`src/rtl/core/multiphase_delta_coder_unit_defines.svh`:
```
// ----------------------------------------------------------------------------
// multiphase_delta_coder_unit_defines
// assertion macros for the multiphase delta coder, empty in synthesis
// ----------------------------------------------------------------------------
`ifndef MULTIPHASE_DELTA_CODER_UNIT_DEFINES_SVH
`define MULTIPHASE_DELTA_CODER_UNIT_DEFINES_SVH

`ifndef SYNTHESIS

// check under reset gating
`define MDC_ASSERT(label, clk, rst_n, prop) \
    label: assert property (@(posedge clk) disable iff (!(rst_n)) (prop)) \
        else $error("mdc assertion failed");

// check that also holds while reset is asserted
`define MDC_ASSERT_ALWAYS(label, clk, prop) \
    label: assert property (@(posedge clk) (prop)) \
        else $error("mdc assertion failed");

`else

`define MDC_ASSERT(label, clk, rst_n, prop)
`define MDC_ASSERT_ALWAYS(label, clk, prop)

`endif

`endif

```
`src/rtl/core/mdc_pkg.sv`:
```
// ----------------------------------------------------------------------------
// mdc_pkg
// shared types and constants of the multiphase delta coder
// ----------------------------------------------------------------------------
`default_nettype none

package mdc_pkg;

    localparam int DEF_MAX_VALUE_BITS = 32;
    localparam int DEF_MAX_PHASES     = 16;

    localparam int SAMPLE_W   = 32;
    localparam int CFG_IDX_W  = 8;
    localparam int CFG_DATA_W = 32;
    localparam int VBITS_W    = 6;
    localparam int PCOUNT_W   = 5;

    typedef enum logic [CFG_IDX_W-1:0] {
        REG_DIRECTION   = 8'd0,
        REG_SIGNED_MODE = 8'd1,
        REG_VALUE_BITS  = 8'd2,
        REG_PHASE_COUNT = 8'd3
    } cfg_reg_t;

    typedef enum logic [1:0] {
        ST_OK    = 2'd0,
        ST_RANGE = 2'd1,
        ST_PHASE = 2'd2
    } status_t;

    localparam logic DIR_ENCODE = 1'b0;
    localparam logic DIR_DECODE = 1'b1;

    // effective configuration, widths and counts already clamped
    typedef struct packed {
        logic                direction;
        logic                signed_mode;
        logic [VBITS_W-1:0]  width;
        logic [PCOUNT_W-1:0] phases;
    } cfg_t;

    // outcome of one read-modify-write step
    typedef struct packed {
        logic    wr_en;
        logic    advance;
        status_t status;
    } step_ctl_t;

endpackage

`default_nettype wire

```
`src/rtl/core/mdc_ram.sv`:
```
// ----------------------------------------------------------------------------
// mdc_ram
// generic single-write, single-read ram with registered read data
// ----------------------------------------------------------------------------
`default_nettype none

module mdc_ram #(
    parameter int WIDTH = 32,
    parameter int DEPTH = 16,
    parameter int AW    = (DEPTH > 1) ? $clog2(DEPTH) : 1
) (
    input  wire logic             aclk,
    input  wire logic             we,
    input  wire logic [AW-1:0]    waddr,
    input  wire logic [WIDTH-1:0] wdata,
    input  wire logic             re,
    input  wire logic [AW-1:0]    raddr,
    output logic      [WIDTH-1:0] rdata
);

    logic [WIDTH-1:0] mem_reg [DEPTH];
    logic [WIDTH-1:0] rdata_reg;

    always_ff @(posedge aclk) begin
        if (we) begin
            mem_reg[waddr] <= wdata;
        end
        if (re) begin
            rdata_reg <= mem_reg[raddr];
        end
    end

    assign rdata = rdata_reg;

endmodule

`default_nettype wire

```
`src/rtl/core/mdc_cfg.sv`:
```
// ----------------------------------------------------------------------------
// mdc_cfg
// configuration registers and clamping to effective width and phase count
// ----------------------------------------------------------------------------
`default_nettype none

module mdc_cfg #(
    parameter int MAX_VALUE_BITS = 32,
    parameter int MAX_PHASES     = 16
) (
    input  wire logic                             aclk,
    input  wire logic                             aresetn,
    input  wire logic                             cfg_valid,
    output logic                                  cfg_ready,
    input  wire logic [mdc_pkg::CFG_IDX_W-1:0]    cfg_index,
    input  wire logic [mdc_pkg::CFG_DATA_W-1:0]   cfg_data,
    output mdc_pkg::cfg_t                         cfg
);
    import mdc_pkg::*;

    localparam int VCAP = (MAX_VALUE_BITS < SAMPLE_W) ? MAX_VALUE_BITS : SAMPLE_W;
    localparam int PMAX = (1 << PCOUNT_W) - 1;
    localparam int PCAP = (MAX_PHASES < PMAX) ? MAX_PHASES : PMAX;

    logic                direction_reg;
    logic                signed_mode_reg;
    logic [VBITS_W-1:0]  value_bits_reg;
    logic [PCOUNT_W-1:0] phase_count_reg;

    assign cfg_ready = 1'b1;

    always_ff @(posedge aclk) begin
        if (!aresetn) begin
            direction_reg   <= DIR_ENCODE;
            signed_mode_reg <= 1'b0;
            value_bits_reg  <= VBITS_W'(32);
            phase_count_reg <= PCOUNT_W'(1);
        end else if (cfg_valid && cfg_ready) begin
            case (cfg_reg_t'(cfg_index))
                REG_DIRECTION:   direction_reg   <= cfg_data[0];
                REG_SIGNED_MODE: signed_mode_reg <= cfg_data[0];
                REG_VALUE_BITS:  value_bits_reg  <= cfg_data[VBITS_W-1:0];
                REG_PHASE_COUNT: phase_count_reg <= cfg_data[PCOUNT_W-1:0];
                default: ;
            endcase
        end
    end

    always_comb begin
        cfg.direction   = direction_reg;
        cfg.signed_mode = signed_mode_reg;

        if (value_bits_reg == '0) begin
            cfg.width = VBITS_W'(1);
        end else if (value_bits_reg > VBITS_W'(VCAP)) begin
            cfg.width = VBITS_W'(VCAP);
        end else begin
            cfg.width = value_bits_reg;
        end

        if (phase_count_reg == '0) begin
            cfg.phases = PCOUNT_W'(1);
        end else if (phase_count_reg > PCOUNT_W'(PCAP)) begin
            cfg.phases = PCOUNT_W'(PCAP);
        end else begin
            cfg.phases = phase_count_reg;
        end
    end

endmodule

`default_nettype wire

```
`src/rtl/core/mdc_alu.sv`:
```
// ----------------------------------------------------------------------------
// mdc_alu
// difference or sum against the stored value, range check, next phase
// ----------------------------------------------------------------------------
`default_nettype none

module mdc_alu #(
    parameter int DW = 32,
    parameter int PW = 4
) (
    input  wire mdc_pkg::cfg_t   cfg,
    input  wire logic [DW-1:0]   sample,
    input  wire logic [DW-1:0]   prev,
    input  wire logic [PW-1:0]   phase,
    input  wire logic            last,
    output logic      [DW-1:0]   coded,
    output logic      [DW-1:0]   wr_data,
    output logic      [PW-1:0]   phase_next,
    output mdc_pkg::step_ctl_t   ctl
);
    import mdc_pkg::*;

    localparam int CW = (PW + 1 > PCOUNT_W) ? PW + 1 : PCOUNT_W;

    logic [DW-1:0] mask;
    logic [DW-1:0] s_val;
    logic [DW-1:0] p_val;
    logic [DW:0]   diff;
    logic [DW-1:0] sum;
    logic          ovf;
    logic          range_bad;
    logic [CW-1:0] inc;

    always_comb begin
        for (int i = 0; i < DW; i++) begin
            mask[i] = (7'(i) < {1'b0, cfg.width});
        end
        s_val = sample & mask;
        p_val = prev & mask;
        diff  = {1'b0, s_val} - {1'b0, p_val};
        sum   = (s_val + p_val) & mask;

        // difference must be a sign extension from bit width-1
        ovf = 1'b0;
        for (int j = 0; j < DW; j++) begin
            if ((7'(j) + 7'd1 >= {1'b0, cfg.width}) && (diff[j] != diff[DW])) begin
                ovf = 1'b1;
            end
        end
        range_bad = (cfg.direction == DIR_ENCODE) && !cfg.signed_mode && ovf;

        if (cfg.direction == DIR_ENCODE) begin
            coded   = range_bad ? '0 : (diff[DW-1:0] & mask);
            wr_data = s_val;
        end else begin
            coded   = sum;
            wr_data = sum;
        end

        ctl.advance = !range_bad;
        ctl.wr_en   = !range_bad;

        inc = CW'(phase) + CW'(1);
        if (!ctl.advance) begin
            phase_next = phase;
        end else if (inc < CW'(cfg.phases)) begin
            phase_next = inc[PW-1:0];
        end else begin
            phase_next = '0;
        end

        if (range_bad) begin
            ctl.status = ST_RANGE;
        end else if (last && (phase_next != '0)) begin
            ctl.status = ST_PHASE;
        end else begin
            ctl.status = ST_OK;
        end
    end

endmodule

`default_nettype wire

```
`src/rtl/core/multiphase_delta_coder_unit.sv`:
```
// ----------------------------------------------------------------------------
// multiphase_delta_coder_unit
// delta coder over interleaved phases, one stored value per phase in ram
//
//   channel   dir  handshake             payload
//   s_        in   s_tvalid / s_tready   s_tdata sample, s_tlast end_of_stream
//   m_        out  m_tvalid / m_tready   m_tdata coded, m_tuser status,
//                                        m_tlast stream_done
//   cfg_      in   cfg_valid / cfg_ready cfg_index register, cfg_data value
//
// one sample per cycle unless a held result stalls; compute and output stages
// are registered; the ram read of the phase entry is registered, then one add
// or subtract writes it back; a write to the entry read next is forwarded
// aresetn clears phase, stored values (per-entry valid bits) and configuration
// a held result stalls the compute stage, which then holds s_tready low
// ----------------------------------------------------------------------------
`default_nettype none
`include "multiphase_delta_coder_unit_defines.svh"

module multiphase_delta_coder_unit #(
    parameter int MAX_VALUE_BITS = mdc_pkg::DEF_MAX_VALUE_BITS,
    parameter int MAX_PHASES     = mdc_pkg::DEF_MAX_PHASES
) (
    input  wire logic                            aclk,
    input  wire logic                            aresetn,
    input  wire logic                            s_tvalid,
    output logic                                 s_tready,
    input  wire logic [mdc_pkg::SAMPLE_W-1:0]    s_tdata,  // [31:0] sample
    input  wire logic                            s_tlast,
    output logic                                 m_tvalid,
    input  wire logic                            m_tready,
    output logic      [mdc_pkg::SAMPLE_W-1:0]    m_tdata,  // [31:0] coded
    output logic      [1:0]                      m_tuser,  // [1:0] status
    output logic                                 m_tlast,
    input  wire logic                            cfg_valid,
    output logic                                 cfg_ready,
    input  wire logic [mdc_pkg::CFG_IDX_W-1:0]   cfg_index,
    input  wire logic [mdc_pkg::CFG_DATA_W-1:0]  cfg_data
);
    import mdc_pkg::*;

    localparam int DW = (MAX_VALUE_BITS < SAMPLE_W) ? MAX_VALUE_BITS : SAMPLE_W;
    localparam int PW = (MAX_PHASES > 1) ? $clog2(MAX_PHASES) : 1;
    localparam logic [PW-1:0] LAST_PHASE = PW'(MAX_PHASES - 1);

    cfg_t      cfg;
    step_ctl_t ctl;

    logic                  s1_valid_reg;
    logic [DW-1:0]         s1_sample_reg;
    logic                  s1_last_reg;
    logic [PW-1:0]         s1_phase_reg;
    logic                  fwd_hit_reg;
    logic [DW-1:0]         fwd_data_reg;
    logic [PW-1:0]         phase_reg;
    logic [MAX_PHASES-1:0] vld_reg;
    logic                  m_tvalid_reg;
    logic [DW-1:0]         m_coded_reg;
    status_t               m_status_reg;
    logic                  m_last_reg;

    logic          s_fire;
    logic          s1_adv;
    logic          wr_en;
    logic [PW-1:0] rd_addr;
    logic [DW-1:0] rd_data;
    logic [DW-1:0] prev;
    logic [DW-1:0] alu_coded;
    logic [DW-1:0] alu_wr_data;
    logic [PW-1:0] phase_next;

    mdc_cfg #(
        .MAX_VALUE_BITS (MAX_VALUE_BITS),
        .MAX_PHASES     (MAX_PHASES)
    ) u_cfg (
        .aclk      (aclk),
        .aresetn   (aresetn),
        .cfg_valid (cfg_valid),
        .cfg_ready (cfg_ready),
        .cfg_index (cfg_index),
        .cfg_data  (cfg_data),
        .cfg       (cfg)
    );

    mdc_ram #(
        .WIDTH (DW),
        .DEPTH (MAX_PHASES),
        .AW    (PW)
    ) u_prev_ram (
        .aclk  (aclk),
        .we    (wr_en),
        .waddr (s1_phase_reg),
        .wdata (alu_wr_data),
        .re    (s_fire),
        .raddr (rd_addr),
        .rdata (rd_data)
    );

    mdc_alu #(
        .DW (DW),
        .PW (PW)
    ) u_alu (
        .cfg        (cfg),
        .sample     (s1_sample_reg),
        .prev       (prev),
        .phase      (s1_phase_reg),
        .last       (s1_last_reg),
        .coded      (alu_coded),
        .wr_data    (alu_wr_data),
        .phase_next (phase_next),
        .ctl        (ctl)
    );

    assign s1_adv   = s1_valid_reg && (!m_tvalid_reg || m_tready);
    assign s_tready = !s1_valid_reg || s1_adv;
    assign s_fire   = s_tvalid && s_tready;
    assign rd_addr  = s1_valid_reg ? (s1_last_reg ? '0 : phase_next) : phase_reg;
    assign wr_en    = s1_adv && ctl.wr_en && !s1_last_reg;

    always_comb begin
        if (fwd_hit_reg) begin
            prev = fwd_data_reg;
        end else if (vld_reg[s1_phase_reg]) begin
            prev = rd_data;
        end else begin
            prev = '0;
        end
    end

    always_ff @(posedge aclk) begin
        if (!aresetn) begin
            s1_valid_reg <= 1'b0;
            fwd_hit_reg  <= 1'b0;
            phase_reg    <= '0;
            vld_reg      <= '0;
            m_tvalid_reg <= 1'b0;
        end else begin
            if (s_fire) begin
                s1_valid_reg <= 1'b1;
                fwd_hit_reg  <= wr_en && (s1_phase_reg == rd_addr);
            end else if (s1_adv) begin
                s1_valid_reg <= 1'b0;
            end

            if (s1_adv) begin
                phase_reg    <= s1_last_reg ? '0 : phase_next;
                m_tvalid_reg <= 1'b1;
                if (s1_last_reg) begin
                    vld_reg <= '0;
                end else if (wr_en) begin
                    vld_reg[s1_phase_reg] <= 1'b1;
                end
            end else if (m_tready) begin
                m_tvalid_reg <= 1'b0;
            end
        end
    end

    always_ff @(posedge aclk) begin
        if (s_fire) begin
            s1_sample_reg <= s_tdata[DW-1:0];
            s1_last_reg   <= s_tlast;
            s1_phase_reg  <= rd_addr;
            fwd_data_reg  <= alu_wr_data;
        end
        if (s1_adv) begin
            m_coded_reg  <= alu_coded;
            m_status_reg <= ctl.status;
            m_last_reg   <= s1_last_reg;
        end
    end

    assign m_tvalid = m_tvalid_reg;
    assign m_tdata  = SAMPLE_W'(m_coded_reg);
    assign m_tuser  = m_status_reg;
    assign m_tlast  = m_last_reg;

    `MDC_ASSERT(a_stall_holds, aclk, aresetn,
        (s1_valid_reg && !s1_adv) |=> (s1_valid_reg && $stable(s1_phase_reg)))
    `MDC_ASSERT(a_write_only_on_advance, aclk, aresetn,
        wr_en |-> (s1_adv && !s1_last_reg))
    `MDC_ASSERT(a_stream_end_clears, aclk, aresetn,
        (s1_adv && s1_last_reg) |=> ((vld_reg == '0) && (phase_reg == '0)))
    `MDC_ASSERT(a_phase_in_range, aclk, aresetn,
        phase_reg <= LAST_PHASE)
    `MDC_ASSERT_ALWAYS(a_reset_empties, aclk,
        (!aresetn) |=> (!s1_valid_reg && !m_tvalid_reg))

endmodule

`default_nettype wire

```
`config.mk`:
```
export PLATFORM = sky130hd
export DESIGN_NAME = multiphase_delta_coder_unit
export DESIGN_NICKNAME = d
export VERILOG_FILES = /design/src/rtl/core/mdc_pkg.sv /design/src/rtl/core/mdc_ram.sv /design/src/rtl/core/mdc_cfg.sv /design/src/rtl/core/mdc_alu.sv /design/src/rtl/core/multiphase_delta_coder_unit.sv
export VERILOG_INCLUDE_DIRS = /design/src /design/src/rtl/core
export SDC_FILE = /design/constraint.sdc
export NUM_CORES = 1
export LEC_CHECK = 0
export BUFFER_PORTS_ARGS = -buffer_cell sky130_fd_sc_hd__buf_2
export CAP_MARGIN = 20
export CORE_MARGIN = 5
export CORE_UTILIZATION = 60
export CTS_BUF_LIST = sky130_fd_sc_hd__clkbuf_4 sky130_fd_sc_hd__clkbuf_8 sky130_fd_sc_hd__clkbuf_16
export DETAILED_ROUTE_END_ITERATION = 7
export HOLD_SLACK_MARGIN = 0.02
export PLACE_DENSITY = 0.75
export SYNTH_ARGS = -nofsm -noshare
export SYNTH_HDL_FRONTEND = slang
export SYNTH_SLANG_ARGS = --single-unit
```
`constraint.sdc`:
```
create_clock -name aclk -period 18.75 [get_ports aclk]
set_input_delay 0.9375 -clock aclk [delete_from_list [all_inputs] [get_ports aclk]]
set_output_delay 0.9375 -clock aclk [all_outputs]
set_load 0.02 [all_outputs]
```
==> results_dict.tcl <==
set metrics [dict create \
    clock_power_share 0.412 \
    grt_pass1_wl_um 126000 \
    avgSynthCellArea_sq_um 11.8 \
    worstSetupPathType "flip-flop to flip-flop" \
    globalRouteOverflowTotal 0 \
    dp_hpwl_um 48600 \
    mostFrequentLayoutCells "edfxtp_1 (648), nand2_1 (616), a21oi_1 (143)" \
    cts-root-buf "clkbuf_16" \
    cts_setup_buffers 0 \
    required_ns 19.18 \
    final_common_cell "edfxtp_1" \
    path_max_fanout 93 \
    synth_fp_nets 2865 \
    ys_ff_latch 684 \
    numCtsBuffers 71 \
    fin_hold_ws_ns 0.466 \
    synth_flop_cell "edfxtp_1" \
    coreArea_sq_um 52700 \
    synth_top_cell_area_share 0.610 \
    wl_per_cell_um 23.9 \
    final-hold-violation-count 0 \
    max-slew-margin-rel 0.218 \
    start_util 0.606 \
    die_w_um 241 \
    drtPass1Iterations 5 \
    cp-end-kind "flip-flop" \
    power_density_nw_per_um2 96.9 \
    cap_viol_max_count 0 \
    tightest_slew_ns 1.16 \
    numPortBuffers 88 \
    cts_hold_repair.buffers 0 \
    critPathMaxStageDelay_ns 0.85 \
    grt_antenna_before_repair 1 \
    post_cts_resized 0 \
    p_switching_uw 779 \
    synth.largest_area_cell "edfxtp_1" \
    rows 84 \
    drtIter0Drc 2452 \
    setup_viol 0 \
    arrival_ns 11.13 \
    ys_top_cells_by_area "edfxtp_1 (61%), nand2_1 (7.2%), ha_1 (2.8%)" \
    p_seq_frac 0.502 \
    grt_usage 0.286 \
    largest_register_ffs 512 \
    cts_buffer_depth 3 \
    grt_pass1_vias 21200 \
    p_comb_frac 0.086 \
    outcome "completed" \
    cpMaxStageDelayCell "buf_4" \
    ir_worst_vdd_v 0.0000694 \
    area_growth_pct 11.0 \
    cts_tree "built" \
    fin_tns_setup_ns 0 \
    finalCriticalPeriod_ns 10.70 \
    insertion_delay_ns 0.60 \
    synthCells 2713 \
    grt_max_degree 94 \
    synth_async_sr_flop_share 0 \
    clock-sinks 684 \
    total_power_uw 3430 \
    drive_above_1_share 0.119 \
    drtAntennaViolNets 0 \
    netlist_area_sq_um 31900 \
    intPower_uw 2650 \
    vias 22200 \
    antenna_cells_inserted 0 \
    yosys_warnings 0 \
    cts_max_level 3 \
    skew_ns 0.0276 \
    rsz0062_at_grt "false" \
    cts.clk_slew.worst_paths_ns 0.06 \
    via_per_inst 6.32 \
    dieArea_sq_um 57900 \
    yosysSeqAreaShare 0.633 \
    pin_count 116 \
    slew_violations 0 \
    wl_um 84200 \
    gp_congestion 0.936 \
    p_leak_uw 0.0129 \
    num-nets-final 2927 \
    start_kind "flip-flop" \
    swShare 0.227 \
    route.detailed.drc 0 \
    fmax_ghz 0.0935 \
    synth.distinct_cells 82 \
    fillerInstances 3694 \
    fin_crit_sh 0.571 \
    hold_class "flip-flop to flip-flop" \
    die_y_um 241 \
    synth-edff-count 648 \
    path_common_cell "buf_4" \
]
==> critical path, delay by kind of cell (launching register included) <==
family          cells  cell delay [ns]
compound gates     11             3.26
xor+xnor            1             0.22
fa+ha+maj           2             0.68
buf+inv             4             2.50
flops               1             0.76
mux                 2             1.37
simple gates        6             1.58
==> stage by stage <==
| stage | cell area (sq um) | setup slack, ns | utilization | instances |
|---|---|---|---|---|
| after floorplan | 31900 | 10.32 | - | 2713 |
| after global placement | 32900 | 8.32 | 0.626 | 3375 |
| after detailed placement | 33000 | 8.16 | 0.626 | 3378 |
| after CTS | 35300 | 8.13 | 0.671 | 3505 |
| after global routing | 35400 | 7.59 | 0.673 | 3517 |
| final | 35400 | 8.05 | 0.673 | 3517 |
==> worst paths after layout <==
path | from | end | slack, ns | cells past startpoint
worst max register to register | s1_phase_reg[0] | u_prev_ram.rdata[7] | 8.05 | 26
worst min register to register | vld_reg[6] | vld_reg[6] | 0.47 | 2
worst max-delay path | s1_phase_reg[0] | u_prev_ram.rdata[7] | 8.05 | 26
worst min-delay path | vld_reg[6] | vld_reg[6] | 0.47 | 2
==> power groups by stage <==
stage	clock network [uW]	registers (uW)	logic, uW
floorplan	0	1750	198
global placement	0	1750	281
detailed placement	0	1750	288
CTS	1440	1720	290
global route	1500	1720	321
finish	1410	1720	296
==> cell usage after synthesis (all sizes together) (5+ instances only) <==
cell type / count
nand2b: 16
mux2i: 18
nand2: 616
inv: 75
or4: 34
nand3: 21
o2bb2ai: 5
a211oi: 38
ha: 72
nor3: 21
o31ai: 6
a22oi: 13
o21bai: 15
a311oi: 97
and3: 140
a21o: 41
clkbuf: 108
dfxtp: 36
or3: 25
nor2: 103
o211ai: 9
o21ai: 41
a31oi: 17
o41ai: 5
xnor2: 57
or2: 9
and2: 13
or3b: 9
nand3b: 32
nor2b: 53
nor4: 7
a21oi: 143
edfxtp: 648
buf: 64
xor2: 24
a21boi: 5
mux4: 5
o21a: 11
==> layout make-up <==
| class | instances | area [sq um] | area share |
|---|---|---|---|
| sequential | 684 | 20200 | 0.570 |
| multi-input combinational | 1781 | 10700 | 0.303 |
| clock buffer | 89 | 1960 | 0.0555 |
| timing repair buffer | 161 | 995 | 0.0281 |
| tap | 688 | 861 | 0.0243 |
| clock inverter | 38 | 387 | 0.0109 |
| inverter | 76 | 290 | 0.00820 |
==> layer usage <==
layer,up-vias,routed length (um),part of all wire,track usage
li1,10100,-,-,-
met1,10900,33400,0.40,0.399
met2,1108,39900,0.47,0.461
met3,193,7670,0.091,0.0410
met4,0,3260,0.039,0.116
met5,-,0,0,0
==> cell families (layout without fill, tap and decap cells) <==
logic type | Yosys count | count (layout) | share of synthesized area
flip-flops | 684 | 684 | 0.633
multiplexers | 26 | 26 | 0.0104
AND/OR/NAND/NOR | 1108 | 1108 | 0.164
buffers and inverters | 248 | 364 | 0.0331
other | 1 | 1 | 0.000118
AO/OA/AOI/OAI | 491 | 491 | 0.108
adder cells (fa/ha/maj) | 74 | 74 | 0.0295
XOR/XNOR | 81 | 81 | 0.0222
Power figures use the tool's default switching activity.
